<file path="src/design/ipbl_pkg.sv">
// ipbl_pkg: types, constants and match helpers for the IPv4 block list engine.
// No dependencies; imported by every module under design/.
package ipbl_pkg;

  localparam int MANUAL_DEPTH = 64;
  localparam int AUTO_DEPTH   = 64;
  localparam int ADDR_BITS    = 32;

  localparam int MAN_AW     = (MANUAL_DEPTH > 1) ? $clog2(MANUAL_DEPTH) : 1;
  localparam int MAN_CNT_W  = $clog2(MANUAL_DEPTH + 1);
  localparam int AUTO_AW    = (AUTO_DEPTH > 1) ? $clog2(AUTO_DEPTH) : 1;
  localparam int AUTO_SW    = AUTO_AW + 1;
  localparam int AUTO_CNT_W = $clog2(AUTO_DEPTH + 1);
  localparam int SCAN_W     = (MAN_CNT_W > AUTO_CNT_W) ? MAN_CNT_W : AUTO_CNT_W;
  localparam int CFG_W      = 7;

  // operation codes
  localparam logic [1:0] OP_WRITE  = 2'd0;
  localparam logic [1:0] OP_LOOKUP = 2'd1;
  localparam logic [1:0] OP_ADD    = 2'd2;

  // manual entry kinds
  localparam logic [1:0] KIND_EMPTY = 2'd0;
  localparam logic [1:0] KIND_EXACT = 2'd1;
  localparam logic [1:0] KIND_CIDR  = 2'd2;
  localparam logic [1:0] KIND_RANGE = 2'd3;

  // match source
  localparam logic [1:0] SRC_NONE   = 2'd0;
  localparam logic [1:0] SRC_MANUAL = 2'd1;
  localparam logic [1:0] SRC_AUTO   = 2'd2;

  // add status
  localparam logic [2:0] ADD_NONE     = 3'd0;
  localparam logic [2:0] ADD_DONE     = 3'd1;
  localparam logic [2:0] ADD_EVICTED  = 3'd2;
  localparam logic [2:0] ADD_IN_MAN   = 3'd3;
  localparam logic [2:0] ADD_IN_AUTO  = 3'd4;

  typedef struct packed {
    logic [1:0]           operation;
    logic [5:0]           entry_index;
    logic [1:0]           entry_kind;
    logic [ADDR_BITS-1:0] ip_address;
    logic [ADDR_BITS-1:0] second_value;
  } in_beat_t;

  typedef struct packed {
    logic       listed;
    logic [1:0] match_source;
    logic [2:0] add_status;
  } out_beat_t;

  typedef struct packed {
    logic [1:0]           kind;
    logic [ADDR_BITS-1:0] first;
    logic [ADDR_BITS-1:0] second;
  } man_entry_t;

  // Manual entry compare. exact_only restricts to exact entries (auto-add dup check).
  function automatic logic entry_hit(man_entry_t e, logic [ADDR_BITS-1:0] addr,
                                     logic exact_only);
    logic [ADDR_BITS-1:0] mask;
    logic                 ge_a, le_a, ge_b, le_b, swap;
    logic                 hit;
    mask = ~({ADDR_BITS{1'b1}} >> e.second[5:0]);
    ge_a = addr >= e.first;
    le_a = addr <= e.first;
    ge_b = addr >= e.second;
    le_b = addr <= e.second;
    swap = e.first > e.second;
    hit  = 1'b0;
    case (e.kind)
      KIND_EXACT: hit = (addr == e.first);
      KIND_CIDR:  hit = !exact_only && (e.second <= ADDR_BITS) &&
                        ((addr & mask) == (e.first & mask));
      KIND_RANGE: hit = !exact_only && (swap ? (ge_b && le_a) : (ge_a && le_b));
      default:    hit = 1'b0;
    endcase
    return hit;
  endfunction

  // (a + b) mod AUTO_DEPTH for a, b below AUTO_DEPTH
  function automatic logic [AUTO_AW-1:0] auto_wrap(logic [AUTO_AW-1:0] a,
                                                   logic [AUTO_AW-1:0] b);
    logic [AUTO_SW-1:0] s;
    s = {1'b0, a} + {1'b0, b};
    if (s >= AUTO_SW'(AUTO_DEPTH)) s = s - AUTO_SW'(AUTO_DEPTH);
    return s[AUTO_AW-1:0];
  endfunction

endpackage

</file>
<file path="src/design/ipbl_auto_mem.sv">
// ipbl_auto_mem: address store of the automatic FIFO, registered read.
// Uses ipbl_pkg for depth and widths.
module ipbl_auto_mem import ipbl_pkg::*; (
  input  logic                 clk_i,
  input  logic                 we_i,
  input  logic [AUTO_AW-1:0]   waddr_i,
  input  logic [ADDR_BITS-1:0] wdata_i,
  input  logic                 re_i,
  input  logic [AUTO_AW-1:0]   raddr_i,
  output logic [ADDR_BITS-1:0] rdata_o
);

  logic [ADDR_BITS-1:0] mem [AUTO_DEPTH];
  logic [ADDR_BITS-1:0] rd_q;

  always_ff @(posedge clk_i) begin
    if (we_i) begin
      mem[waddr_i] <= wdata_i;
    end
    if (re_i) begin
      rd_q <= mem[raddr_i];
    end
  end

  assign rdata_o = rd_q;

endmodule
</file>
<file path="config.mk">
export PLATFORM = sky130hd
export DESIGN_NAME = ipbl_auto_mem
export DESIGN_NICKNAME = d
export VERILOG_FILES = /design/src/design/ipbl_pkg.sv /design/src/design/ipbl_auto_mem.sv
export SDC_FILE = /design/constraint.sdc
export NUM_CORES = 2
export LEC_CHECK = 0
export BUFFER_PORTS_ARGS = -buffer_cell sky130_fd_sc_hd__clkbuf_2
export CAP_MARGIN = 15
export CORE_AREA = 5 5 481 483
export DETAILED_ROUTE_END_ITERATION = 10
export DIE_AREA = 0 0 486 488
export GPL_ROUTABILITY_DRIVEN = 0
export HOLD_SLACK_MARGIN = 0.05
export PLACE_DENSITY = 0.46
export SLEW_MARGIN = 0
export SYNTH_ARGS = -nofsm -noshare
export SYNTH_HDL_FRONTEND = slang
export SYNTH_SLANG_ARGS = --single-unit
</file>
<file path="constraint.sdc">
create_clock -name clk_i -period 9.7 [get_ports clk_i]
set_clock_uncertainty 0.1 [all_clocks]
set_input_delay 0.97 -clock clk_i [delete_from_list [all_inputs] [get_ports clk_i]]
set_output_delay 0.97 -clock clk_i [all_outputs]
set_load 0.005 [all_outputs]
</file>
; ---- Word-level counts from Yosys, hierarchy flattened
; Memories as Yosys holds them, arrays and structs flattened. A register that Yosys moved wholly into a read port is not among the register bits.
; Cells that the tools add are included.
[word_totals]
reg_bits = 0
ram_bits = 2048
in_bits = 47
output_inout_bits = 32
wordCells = 3
memories = 1
[op_classes]
muxes = 2
[mem_list]
columns = name, words, width, read_ports, rd_clocked_by_memory_dff, write_ports, line
row1 = mem, 64, 32, 1, 1, 1, ipbl_auto_mem.sv:13  ; logic [ADDR_BITS-1:0] mem [AUTO_DEPTH];
[ops]
columns = op, n
row1 = $mux 1, 2

; ---- Logic depth before layout (Yosys ltp)
[depth]
word_depth = 2
ltp_mapped = 10

; ---- Worst setup path after synthesis
; Ideal clock, no wire load.
[synth_path]
path_type = input-to-reg
start = input waddr_i[3]
end = memory mem[48][0] (enable)
setup_ns = 0.461
arrival_time_ns = 3.669
required_time_ns = 9.139
setup_slack_ns = 5.470
stages = 4
n_path_buf = 1
cell_sequence = clkbuf_1 > nor2b_1 > nand4b_1 > nor3_1
[synth_rtl]
columns = element, line
row1 = from (decl), ipbl_auto_mem.sv:6  ; input logic [AUTO_AW-1:0] waddr_i,
row2 = to (decl), ipbl_auto_mem.sv:13
; Straight into the memory's write port.

==> tab_implementation.tex <==
\begin{tabular}{lr}
\hline
Metric & Value \\
\hline
\multicolumn{2}{l}{\textbf{Power}} \\
\quad Worst vdd ir & 184.9 uV \\
\quad Design Power & 19.01 mW \\
\quad Power share of the sequential group & 52.6\% \\
\quad Leakage power figure & 27.79 nW \\
\quad Internal power summed over all cells & 14.90 mW \\
\quad PwrDens & 209.9 mW/mm\^{}2 \\
\quad Reported net switching power & 4.106 mW \\
\quad Proportion of power drawn by combinational gates & 5.1\% \\
\quad Proportion of power drawn by the clock network & 42.3\% \\
\quad Switching fraction of total power & 21.60\% \\
\multicolumn{2}{l}{\textbf{Place}} \\
\quad Half-perimeter wire length after detailed placement & 118.7 mm \\
\quad Buffers on Ports & 78 \\
\quad Number of placed instances with taps included & 6367 \\
\multicolumn{2}{l}{\textbf{Final layout}} \\
\quad Share of final-layout standard cells stronger than drive strength 1 & 29.82\% \\
\quad Commonest cells after routing, fill and taps aside & sky130\_fd\_sc\_hd\_\_edfxtp\_1 (2080), sky130\_fd\_sc\_hd\_\_mux4\_2 (544), sky130\_fd\_sc\_hd\_\_clkbuf\_16 (219), sky130\_fd\_sc\_hd\_\_buf\_4 (130), sky130\_fd\_sc\_hd\_\_mux2i\_1 (93) \\
\quad Commonest non-fill, non-tap cell in the layout & sky130\_fd\_sc\_hd\_\_edfxtp\_1 \\
\quad Number of nets at the end of the flow & 3621 \\
\quad Non-Filler Instances & 6777 \\
\quad Final design utilization & 40.00\% \\
\quad Growth of design area from synthesis to finish & 14.87\% \\
\multicolumn{2}{l}{\textbf{Yosys}} \\
\quad Synth cell types & 33 \\
\quad Synthesized instance count & 3324 \\
\quad Simple-gate share of the synthesized area & 1.260\% \\
\quad Mean instance size in the synthesized netlist & 23.72 sq um \\
\quad Compound-Gate Fraction of Synth Area & 1.666\% \\
\quad Fraction of the mapped netlist area in adder cells & 0\% \\
\quad Sequential-to-total area share from yosys stat & 79.23\% \\
\quad Post-synthesis share of cell area spent on xor and xnor gates & 0\% \\
\quad Combinational family with the most area after synthesis & multiplexers \\
\quad Async set-or-reset flop fraction in the synthesized netlist & 0\% \\
\quad Multiplexer share of the synthesized area & 16.72\% \\
\quad Count of synthesis-stage warnings from yosys & 0 \\
\quad Net Count, Synth & 3371 \\
\quad Count of flip-flops with a built-in enable after synthesis & 2080 \\
\quad Synthesized flop and latch total & 2080 \\
\quad Synth Flop Type & sky130\_fd\_sc\_hd\_\_edfxtp\_1 \\
\quad Synth Cell Area & 0.07884 sq mm \\
\multicolumn{2}{l}{\textbf{STA}} \\
\quad Post-Route Hold Slack & 0.6980 ns \\
\quad Unrepaired setup endpoints after global routing & false \\
\quad Final number of setup-violating endpoints & 0 \\
\quad Slew Limit Fails & 0 \\
\quad Fin crit period & 3.982 ns \\
\quad Slew of the pin with the lowest slew margin & 1.216 ns \\
\quad Sum Neg Setup Slack & 0 ns \\
\quad Maximum clock frequency & 0.2512 GHz \\
\quad Period Utilization, post-route & 41.05\% \\
\quad Hold violation count in the final report & 0 \\
\quad Worst max-slew margin expressed relative to the limit & 18.83\% \\
\multicolumn{2}{l}{\textbf{Global route}} \\
\quad Vias in the first global route & 37870 \\
\quad GRT Total Usage & 18.99\% \\
\quad Maximum number of pins on one net before global-route repair & 98 \\
\quad Global-route wire length before repair & 313.7 mm \\
\quad Number of antenna violations at the first check in global routing & 19 \\
\quad Aggregate global routing overflow & 0 \\
\multicolumn{2}{l}{\textbf{Route}} \\
\quad First drt pass iteration count & 5 \\
\quad Total detailed-routing wirelength & 226.2 mm \\
\quad Initial DRC Count & 3956 \\
\quad Routed vias/inst & 5.414 \\
\quad Detail-routed net length per standard cell & 33.38 um \\
\quad Post-route ant nets & 0 \\
\quad DRC viols & 0 \\
\quad Vias post-DR & 36690 \\
\multicolumn{2}{l}{\textbf{Clocking}} \\
\quad Count of buffers added by post-CTS timing repair for setup & 0 \\
\quad Hold Buf Count CTS & 0 \\
\quad Clock transition time at the flip-flop clock pins of the worst setup and hold paths & 0.06 ns \\
\quad TritonCTS clock tree & done \\
\quad Clk buf depth & 3 \\
\quad TritonCTS Sinks & 2080 \\
\quad CTS resizes & 0 \\
\quad Clock insertion delay at the later pin of the skew report & 0.84 ns \\
\quad CTS Root Buffer Type & sky130\_fd\_sc\_hd\_\_clkbuf\_16 \\
\quad Htree depth & 4 \\
\quad CTS buffer count & 214 \\
\multicolumn{2}{l}{\textbf{Die}} \\
\quad Core Region & 0.2264 sq mm \\
\quad Die outline height & 488 um \\
\quad Die footprint & 0.2372 sq mm \\
\quad Initial Util & 34.82\% \\
\quad I/O pin count & 79 \\
\quad Row Count & 175 \\
\quad Die width & 486 um \\
\multicolumn{2}{l}{\textbf{Critical path}} \\
\quad Worst path max stage delay & 0.91 ns \\
\quad Biggest fanout along the worst timing path & 47 \\
\quad Worst EP required & 10.14 ns \\
\quad Library cell contributing the largest single delay on the critical path & sky130\_fd\_sc\_hd\_\_a21oi\_1 \\
\quad Kind of end point of the critical path & register \\
\quad Crit path kind & in -> reg \\
\quad Launching element type of the critical path & input port \\
\quad Worst endpoint data arrival time & 4.42 ns \\
\quad Setup slack, reg-to-reg & 6.88 ns \\
\quad Ordered list of cells on the worst path & buf\_8 > buf\_4 > buf\_4 > mux4\_2 > o22ai\_1 > nor2\_1 > a21oi\_1 > nor2\_1 \\
\multicolumn{2}{l}{\textbf{Run status}} \\
\quad Status & completed \\
\multicolumn{2}{l}{\textbf{Flow run}} \\
\quad Number of max-cap violations & 0 \\
\multicolumn{2}{l}{\textbf{Min path}} \\
\quad Type of the most critical hold path & in -> reg \\
\hline
\end{tabular}
==> cell type report <==
| class | count | area [sq um] |
|---|---|---|
| antenna | 6 | 15.01 |
| timing repair buffer | 216 | 1548 |
| sequential | 2080 | 62460 |
| multi-input combinational | 1062 | 15970 |
| clock buffer | 275 | 5690 |
| clock inverter | 129 | 1107 |
| fill | 19990 | 135800 |
| tap | 3009 | 3765 |
==> cell families after synthesis <==
group	Yosys count
compound gates	202
mux	637
flops	2080
buf+inv	182
simple gates	223
==> cells in the mapped netlist (2+ instances only) <==
cell type	instances	area, sq um
sky130_fd_sc_hd__a21oi_1	62	310.3
sky130_fd_sc_hd__a22oi_1	12	90.09
sky130_fd_sc_hd__a311oi_1	8	70.07
sky130_fd_sc_hd__a41o_1	4	40.04
sky130_fd_sc_hd__and2_1	2	12.51
sky130_fd_sc_hd__and3_1	4	25.02
sky130_fd_sc_hd__buf_1	21	78.83
sky130_fd_sc_hd__buf_2	57	285.3
sky130_fd_sc_hd__buf_4	25	187.7
sky130_fd_sc_hd__buf_6	5	56.30
sky130_fd_sc_hd__clkbuf_1	74	277.8
sky130_fd_sc_hd__edfxtp_1	2080	62460
sky130_fd_sc_hd__mux2i_1	93	930.9
sky130_fd_sc_hd__mux4_2	544	12250
sky130_fd_sc_hd__nand2_1	26	97.59
sky130_fd_sc_hd__nand2b_1	8	50.05
sky130_fd_sc_hd__nand3_1	5	25.02
sky130_fd_sc_hd__nand3b_1	5	37.54
sky130_fd_sc_hd__nand4_1	2	12.51
sky130_fd_sc_hd__nor2_1	137	514.2
sky130_fd_sc_hd__nor2b_1	15	93.84
sky130_fd_sc_hd__nor3_1	7	35.03
sky130_fd_sc_hd__o221ai_1	27	236.5
sky130_fd_sc_hd__o22ai_1	84	525.5
sky130_fd_sc_hd__o32ai_1	4	35.03
sky130_fd_sc_hd__or3_1	3	18.77
sky130_fd_sc_hd__or3b_1	2	17.52
sky130_fd_sc_hd__or3b_2	3	26.28
==> metal layers <==
| layer | up-vias | routed length, um | GRT usage (%) | part of all wire [%] |
|---|---|---|---|---|
| li1 | 14850 | - | - | - |
| met2 | 1118 | 107200 | 30.31 | 47 |
| met5 | - | 30 | 0 | 0.013 |
| met1 | 20490 | 99960 | 27.26 | 44 |
| met3 | 227 | 14160 | 3.347 | 6.3 |
| met4 | 6 | 4832 | 4.665 | 2.1 |
==> per-stage QoR <==
step	area, sq um	setup WS (ns)
4_1_cts	90540	5.687
2_1_floorplan	78840	5.470
5_1_grt	90550	5.660
6_report	90560	5.718
3_5_place_dp	83740	4.751
3_3_place_gp	83740	4.773
==> registers in the layout, summed over array words and instances (netlist names) <==
| signal | flops |
|---|---|
| rdata_o | 32 |
| mem | 2048 |
==> worst max-delay path: cells and delay by family <==
kind	cells	cell delay, ns
AO/OA/AOI/OAI	2	1.07
buffers and inverters	3	1.58
multiplexers	1	0.41
AND/OR/NAND/NOR	2	0.27
==> power groups by stage <==
stage | registers (mW) | logic, mW | clock network [mW]
2_1_floorplan | 10.2 | 0.484 | 0
3_3_place_gp | 10.2 | 0.982 | 0
3_5_place_dp | 10.2 | 0.987 | 0
4_1_cts | 10.0 | 0.987 | 8.23
5_1_grt | 10.0 | 1.02 | 8.61
6_report | 10.0 | 0.964 | 8.04
==> final timing paths <==
check         startpoint          end  cells past startpoint
min                 re_i  rdata_o[12]                      2
min reg2reg  mem[12][17]  rdata_o[17]                      4
max reg2reg   mem[30][1]   rdata_o[1]                      4
max           raddr_i[2]  rdata_o[24]                      8
Note: power is estimated with default switching activity, not from simulation.
