<file path="src/design/ipbl_pkg.sv">
// ipbl_pkg: types, constants and match helpers for the IPv4 block list engine.
// No dependencies; imported by every module under design/.
package ipbl_pkg;

  localparam int MANUAL_DEPTH = 64;
  localparam int AUTO_DEPTH   = 64;
  localparam int ADDR_BITS    = 32;

  localparam int MAN_AW     = (MANUAL_DEPTH > 1) ? $clog2(MANUAL_DEPTH) : 1;
  localparam int MAN_CNT_W  = $clog2(MANUAL_DEPTH + 1);
  localparam int AUTO_AW    = (AUTO_DEPTH > 1) ? $clog2(AUTO_DEPTH) : 1;
  localparam int AUTO_SW    = AUTO_AW + 1;
  localparam int AUTO_CNT_W = $clog2(AUTO_DEPTH + 1);
  localparam int SCAN_W     = (MAN_CNT_W > AUTO_CNT_W) ? MAN_CNT_W : AUTO_CNT_W;
  localparam int CFG_W      = 7;

  // operation codes
  localparam logic [1:0] OP_WRITE  = 2'd0;
  localparam logic [1:0] OP_LOOKUP = 2'd1;
  localparam logic [1:0] OP_ADD    = 2'd2;

  // manual entry kinds
  localparam logic [1:0] KIND_EMPTY = 2'd0;
  localparam logic [1:0] KIND_EXACT = 2'd1;
  localparam logic [1:0] KIND_CIDR  = 2'd2;
  localparam logic [1:0] KIND_RANGE = 2'd3;

  // match source
  localparam logic [1:0] SRC_NONE   = 2'd0;
  localparam logic [1:0] SRC_MANUAL = 2'd1;
  localparam logic [1:0] SRC_AUTO   = 2'd2;

  // add status
  localparam logic [2:0] ADD_NONE     = 3'd0;
  localparam logic [2:0] ADD_DONE     = 3'd1;
  localparam logic [2:0] ADD_EVICTED  = 3'd2;
  localparam logic [2:0] ADD_IN_MAN   = 3'd3;
  localparam logic [2:0] ADD_IN_AUTO  = 3'd4;

  typedef struct packed {
    logic [1:0]           operation;
    logic [5:0]           entry_index;
    logic [1:0]           entry_kind;
    logic [ADDR_BITS-1:0] ip_address;
    logic [ADDR_BITS-1:0] second_value;
  } in_beat_t;

  typedef struct packed {
    logic       listed;
    logic [1:0] match_source;
    logic [2:0] add_status;
  } out_beat_t;

  typedef struct packed {
    logic [1:0]           kind;
    logic [ADDR_BITS-1:0] first;
    logic [ADDR_BITS-1:0] second;
  } man_entry_t;

  // Manual entry compare. exact_only restricts to exact entries (auto-add dup check).
  function automatic logic entry_hit(man_entry_t e, logic [ADDR_BITS-1:0] addr,
                                     logic exact_only);
    logic [ADDR_BITS-1:0] mask;
    logic                 ge_a, le_a, ge_b, le_b, swap;
    logic                 hit;
    mask = ~({ADDR_BITS{1'b1}} >> e.second[5:0]);
    ge_a = addr >= e.first;
    le_a = addr <= e.first;
    ge_b = addr >= e.second;
    le_b = addr <= e.second;
    swap = e.first > e.second;
    hit  = 1'b0;
    case (e.kind)
      KIND_EXACT: hit = (addr == e.first);
      KIND_CIDR:  hit = !exact_only && (e.second <= ADDR_BITS) &&
                        ((addr & mask) == (e.first & mask));
      KIND_RANGE: hit = !exact_only && (swap ? (ge_b && le_a) : (ge_a && le_b));
      default:    hit = 1'b0;
    endcase
    return hit;
  endfunction

  // (a + b) mod AUTO_DEPTH for a, b below AUTO_DEPTH
  function automatic logic [AUTO_AW-1:0] auto_wrap(logic [AUTO_AW-1:0] a,
                                                   logic [AUTO_AW-1:0] b);
    logic [AUTO_SW-1:0] s;
    s = {1'b0, a} + {1'b0, b};
    if (s >= AUTO_SW'(AUTO_DEPTH)) s = s - AUTO_SW'(AUTO_DEPTH);
    return s[AUTO_AW-1:0];
  endfunction

endpackage

</file>
<file path="src/design/ipbl_man_tbl.sv">
// ipbl_man_tbl: manual table memory, registered read.
// Kind is qualified by per-slot valid bits cleared at reset. Uses ipbl_pkg.
module ipbl_man_tbl import ipbl_pkg::*; (
  input  logic              clk_i,
  input  logic              rst_ni,
  input  logic              we_i,
  input  logic [MAN_AW-1:0] waddr_i,
  input  man_entry_t        wdata_i,
  input  logic              re_i,
  input  logic [MAN_AW-1:0] raddr_i,
  output man_entry_t        rdata_o
);

  man_entry_t                mem [MANUAL_DEPTH];
  logic [MANUAL_DEPTH-1:0]   valid_q;
  man_entry_t                rd_q;
  logic                      rd_vld_q;

  always_ff @(posedge clk_i or negedge rst_ni) begin
    if (!rst_ni) begin
      valid_q <= '0;
    end else if (we_i) begin
      valid_q[waddr_i] <= 1'b1;
    end
  end

  always_ff @(posedge clk_i or negedge rst_ni) begin
    if (!rst_ni) begin
      rd_vld_q <= 1'b0;
    end else if (re_i) begin
      rd_vld_q <= valid_q[raddr_i];
    end
  end

  always_ff @(posedge clk_i) begin
    if (we_i) begin
      mem[waddr_i] <= wdata_i;
    end
    if (re_i) begin
      rd_q <= mem[raddr_i];
    end
  end

  // unwritten slot reads as empty
  always_comb begin
    rdata_o = rd_q;
    if (!rd_vld_q) rdata_o.kind = KIND_EMPTY;
  end

endmodule

</file>
<file path="config.mk">
export PLATFORM = sky130hd
export DESIGN_NAME = ipbl_man_tbl
export DESIGN_NICKNAME = d
export VERILOG_FILES = /design/src/design/ipbl_pkg.sv /design/src/design/ipbl_man_tbl.sv
export SDC_FILE = /design/constraint.sdc
export NUM_CORES = 2
export LEC_CHECK = 0
export BUFFER_PORTS_ARGS = -buffer_cell sky130_fd_sc_hd__buf_2
export CORE_UTILIZATION = 55
export CTS_BUF_LIST = sky130_fd_sc_hd__clkbuf_8 sky130_fd_sc_hd__clkbuf_16
export DETAILED_ROUTE_END_ITERATION = 6
export PLACE_DENSITY = 0.81
export SYNTH_ARGS = -nofsm -noshare
export SYNTH_HDL_FRONTEND = slang
export SYNTH_MEMORY_MAX_BITS = 65536
export SYNTH_SLANG_ARGS = --single-unit
</file>
<file path="constraint.sdc">
create_clock -name clk_i -period 3.4 [get_ports clk_i]
set_clock_uncertainty 0.1 [all_clocks]
set_input_delay 0.34 -clock clk_i [delete_from_list [all_inputs] [get_ports clk_i]]
set_output_delay 0.34 -clock clk_i [all_outputs]
set_load 0.03 [all_outputs]
</file>
# After elaboration in Yosys (flattened, before gate mapping)
# Memories as Yosys holds them, arrays and structs flattened. A register that Yosys moved wholly into a read port is not among the register bits.
# Index checks and enable logic that the tools add are counted.
# totals
memories	1
elab_cells	15
in_bits	82
ram_bits	4224
output_inout_bits	66
regBits	65
# op_classes
magnitude_cmp	3
muxes	7
reduce_logical	1
bitwise	1
# mem_list
name	depth	word_bits	rd	rd_ports_with_merged_regs	write_ports	line_no	source
mem	64	66	1	1	1	ipbl_man_tbl.sv:14	man_entry_t mem [MANUAL_DEPTH];
# op_table
op	count
$or A64 B64 Y64	1
$lt A6 B7 Y1 const B	2
$bmux W1 S6	1
$demux W1 S6	1
$ge A6 B1 Y1 const B	1
$mux W1	4
$mux W2	1
$logic_and A1 B1 Y1	1

# Longest topological paths before layout
# depth
ltp_word	5
mapped_depth	9
ltp_nobuf	5

# Least setup slack after synthesis
# No wires, ideal clock.
# synth_path
path_kind	input to register
start	in waddr_i[3]
end	reg valid_q[48]
path_buffers	1
path_slack_ns	-2.813
path_stages	5
setup_time_ns	0.093
arrival_ns	6.020
cell_sequence	clkbuf_1 nand4b_1 or2_2 nor3_1 or2_2
# synth_between
elab_chain_cells	5
elab_cells_between_ends	6
classes_between	order compare: 2; mux: 2; bitwise: 1; reduce/logical: 1
# synth_rtl
item	line_no	source
start, declared	ipbl_man_tbl.sv:7	input logic [MAN_AW-1:0] waddr_i,
$lt A6 B7 Y1 (not written as such) or $ge A6 B1 Y1 (tied branches)	ipbl_man_tbl.sv:23	valid_q[waddr_i] <= 1'b1;
$logic_and A1 B1 Y1 (not written as such)	ipbl_man_tbl.sv:23	
$mux W1 (not written as such)	ipbl_man_tbl.sv:23	
$demux W1 S6 (*)	ipbl_man_tbl.sv:23	
$or A64 B64 Y64 (no line) (*)	n/a	
end signal, assigned	ipbl_man_tbl.sv:21	valid_q <= '0;
end signal, assigned by index	ipbl_man_tbl.sv:23	
end, declared	ipbl_man_tbl.sv:15	logic [MANUAL_DEPTH-1:0] valid_q;
# Every way passes the cells marked *; elsewhere a longest branch is shown, timed or not.
# A chain may end at the register's enable or synchronous reset.

# Final worst setup path
# layout_path
start	reg valid_q[29]
end	reg rd_vld_q
# layout_between
elab_chain_cells	2
# layout_rtl
item	line_no	source
$bmux W1 S6	ipbl_man_tbl.sv:31	rd_vld_q <= valid_q[raddr_i];
$mux W1 (not written as such)	ipbl_man_tbl.sv:31	
end signal, assigned	ipbl_man_tbl.sv:31	
end, declared	ipbl_man_tbl.sv:17	logic rd_vld_q;
# Every way passes these cells. The select of a mux whose other input is x is not followed.

==> tab_implementation.tex <==
\begin{tabular}{lr}
\hline
Metric & Value \\
\hline
\multicolumn{2}{l}{\textbf{GRT}} \\
\quad First-pass GRT wire length & roughly 730000 µm \\
\quad GRT Residual Overflow & 0 \\
\quad GRT Total Usage & 35.8\% \\
\quad Vias in the first global route & $\sim$90000 \\
\quad Antenna violations before repair & 35 \\
\quad Largest net degree at the start of global routing & 68 \\
\multicolumn{2}{l}{\textbf{Clock network}} \\
\quad CTS-repair resized insts & 0 \\
\quad CTS max path bufs & 4 \\
\quad Number of clock buffers inserted by TritonCTS & 414 \\
\quad Later-pin clock latency in the skew report & 0.98 ns \\
\quad Clock-pin transition on the worst setup and hold timing paths & 0.07 ns \\
\quad Count of hold buffers inserted by post-cts repair & 22 \\
\quad Total setup buffers inserted after CTS & 0 \\
\quad Count of clock tree sinks & between 4000 and 5000 \\
\quad Clock H-tree levels & 5 \\
\quad Clock tree root buffer cell & clkbuf\_16 \\
\quad TritonCTS clock tree & yes \\
\multicolumn{2}{l}{\textbf{Yosys}} \\
\quad Synth Area in Adders & 0\% \\
\quad Sequential-to-total area share from yosys stat & 79.2\% \\
\quad Fraction of registers with async set or reset after synthesis & 1.49\% \\
\quad Mapped Nets & 6571 \\
\quad Post-Syn Instances & 6489 \\
\quad Parity-gate share of the synthesized area counting xor and xnor cells & 0\% \\
\quad Number of distinct library cell variants in the gate-level netlist after synthesis & 29 \\
\quad Synthesized area per cell & 25.4 µm² \\
\quad Compound-Gate Fraction of Synth Area & 0.651\% \\
\quad Netlist area before placement & 0.165 mm² \\
\quad Ranking of synthesized cells by instance count & edfxtp\_1 (4290), mux4\_2 (1329), clkbuf\_1 (183) \\
\quad Top\_reg\_cell synth & edfxtp\_1 \\
\quad Count of state elements after synthesis & between 4000 and 5000 \\
\quad Dominant combinational cell family by area after synthesis & multiplexers \\
\quad Count of yosys warnings during synthesis & 0 \\
\quad Most frequently used cell type in the post-synthesis netlist & edfxtp\_1 \\
\quad Post-synthesis mux area share & 18.3\% \\
\quad Yosys top cell by area & edfxtp\_1 \\
\quad Basic-gate share of the synthesized area counting and, or, nand and nor cells & 0.688\% \\
\quad Post-synth top area share & 78.2\% \\
\quad Cells taking the most area after synthesis & edfxtp\_1 (78\%), mux4\_2 (18\%), dfrtp\_1 (0.99\%) \\
\quad Count of flip-flops with a built-in enable after synthesis & 4290 \\
\multicolumn{2}{l}{\textbf{Worst setup path}} \\
\quad Endpoint kind of the worst setup timing path & flip-flop \\
\quad Data arrival time at the worst-slack endpoint & 3.26 ns \\
\quad Critical Path Most Common Cell & mux4\_2 \\
\quad Launch point of the worst reg-to-reg path & valid\_q[29] \\
\quad Data required time of the worst path & 4.14 ns \\
\quad Crit path max-delay cell type & dlygate4sd3\_1 \\
\quad Flop-to-flop setup slack & 0.88 ns \\
\quad Crit start category & flip-flop \\
\quad CP Cell Sequence & mux4\_2, mux2i\_1, mux4\_2, a31oi\_1, dlygate4sd3\_1 \\
\quad Worst r2r dst & rd\_vld\_q \\
\quad Worst setup path class & reg -> reg \\
\quad CP max stage delay & 0.63 ns \\
\quad Crit Path Max Fanout & 2 \\
\quad Number of cells traversed by the worst register-to-register path & 5 \\
\multicolumn{2}{l}{\textbf{Timing}} \\
\quad Final max-slew violation count & 0 \\
\quad Setup TNS & 0 ns \\
\quad Final period utilization & 74.1\% \\
\quad Relative max-transition margin & between 10\% and 20\% \\
\quad Final critical delay including setup and external delays & 2.52 ns \\
\quad Final-report setup violation count & 0 \\
\quad Slew at the pin closest to its max-slew limit & 1.30 ns \\
\quad Hold Vio Cnt, Final & 0 \\
\quad RSZ-0062 raised after global routing & no \\
\quad Max Fclk & 397 MHz \\
\multicolumn{2}{l}{\textbf{Route}} \\
\quad Ratio of routed vias to standard cells & 7.43 \\
\quad Residual DRC count & 0 \\
\quad Number of DRC violations after detailed-routing iteration 0 & 15500 \\
\quad Routed Antenna Nets & 0 \\
\quad Post-Route WL & 535000 µm \\
\quad Avg WL per Cell & 46.9 µm \\
\quad Router iterations before antenna repair & 5 \\
\quad Via total after detailed routing & 84700 \\
\multicolumn{2}{l}{\textbf{Min path}} \\
\quad Hold Startpoint & wdata\_i[61] \\
\quad Hold Path Stages & 1 \\
\quad End point of the most critical hold path & mem[9][61] \\
\quad Type of the tightest min-delay check & in -> reg \\
\multicolumn{2}{l}{\textbf{Die}} \\
\quad Width of the chip & $\sim$550 µm \\
\quad Std cell rows & 200 \\
\quad I/O Pins & 148 \\
\quad Core box area & 0.298 mm² \\
\quad Starting density of the core & 55.4\% \\
\quad Total Die Area & roughly 0.30 mm² \\
\quad Chip height & between 500 and 600 µm \\
\multicolumn{2}{l}{\textbf{Final layout}} \\
\quad Fraction of final layout cells sized beyond drive strength 1 & roughly a third \\
\quad NumNets Final & 7181 \\
\quad Area grow syn2layout & 14.3\% \\
\multicolumn{2}{l}{\textbf{Pwr}} \\
\quad Leakage power & about 59 nW \\
\quad Total power of the final layout & 112 mW \\
\quad Cell Pwr Density & 597 mW/mm² \\
\quad Highest ir drop seen on vdd & roughly 590 µV \\
\multicolumn{2}{l}{\textbf{Job}} \\
\quad Number of maximum-capacitance violations & 0 \\
\multicolumn{2}{l}{\textbf{Placed design}} \\
\quad I/O Buffers & approximately 150 \\
\quad Last weighted congestion value of the routability-driven placer & a little over 0.8 \\
\quad Sum of net half-perimeters after detailed placement & 252000 µm \\
\multicolumn{2}{l}{\textbf{Outcome}} \\
\quad Outcome & finished, final reports clean \\
\hline
\end{tabular}
==> how the worst max path moves through the flow <==
stage | to | start | cells after the start | slack (ns)
global route | rdata_o[55] | mem[58][55] | 5 | 0.86
global placement | rdata_o[40] | raddr_i[0] | 7 | 0.06
detailed placement | rdata_o[19] | raddr_i[0] | 8 | 0.09
floorplan | mem[61][0] | waddr_i[2] | 4 | -1.05
finish | rd_vld_q | valid_q[29] | 5 | 0.88
CTS | rdata_o[55] | mem[62][55] | 5 | 0.89
==> cells by family after synthesis <==
logic type             after synthesis
multiplexers                      1349
AO/OA/AOI/OAI                      143
flip-flops                        4355
buffers and inverters              402
AND/OR/NAND/NOR                    240
==> flip-flops by register name, summed over array words and instances, names as in the netlist <==
name      cells
mem        4224
rdata_o      64
valid_q      64
rd_q          2
rd_vld_q      1
==> worst max-delay path: cells and delay by family, from the launching register on <==
| family | cells | cell delay [ns] |
|---|---|---|
| mux | 3 | 1.19 |
| flops | 1 | 0.41 |
| buf+inv | 1 | 0.63 |
| compound gates | 1 | 0.08 |
==> stage by stage <==
step	hold WS, ns	cells	setup WS [ns]	util, %	instance area (µm²)
after global placement	0.346	10600	0.0607	58.8	175000
after detailed placement	0.353	10600	0.0890	58.8	175000
after floorplan	-0.0556	6489	-1.05	-	165000
after global routing	0.0314	11400	0.858	63.3	188000
final	0.0110	11400	0.880	63.3	188000
after CTS	0.00110	11400	0.891	63.3	188000
==> cells in the final DEF, fill, tap and decap left out, types with 43 or more instances in the layout <==
cell type | synthesis | routed
bufinv_16 | 0 | 43
buf_2 | 97 | 142
mux4_2 | 1329 | 1329
clkbuf_16 | 0 | 424
nand2_1 | 76 | 76
buf_12 | 0 | 216
clkinv_1 | 0 | 91
buf_4 | 71 | 210
edfxtp_1 | 4290 | 4290
inv_1 | 3 | 96
a22oi_1 | 136 | 136
or2_2 | 65 | 65
clkinv_2 | 0 | 66
nor2_4 | 0 | 63
dfrtp_1 | 65 | 65
==> final cells by class <==
type	count	area (µm²)
Sequential cell	4355	130000
Fill cell	17300	109000
Multi-Input combinational cell	1732	32900
Clock buffer	425	10600
Timing Repair Buffer	593	6880
Tap cell	3939	4930
Clock inverter	324	2640
Antenna cell	21	52.6
Inverter	3	11.3
==> metal layers <==
layer	track usage [%]	part of all wire (%)	vias up
met1	42.0	28	43300
met2	56.9	47	9223
met4	27.2	9.5	28
met5	0	0.031	-
li1	-	-	29400
met3	9.54	15	2645
==> power by group <==
part	switching (mW)	internal [mW]	total (mW)
sequential	0.383	59.6	60.0
combinational	3.40	2.38	5.79
clock	20.8	25.8	46.7
Note: power is estimated with default switching activity, not from simulation.
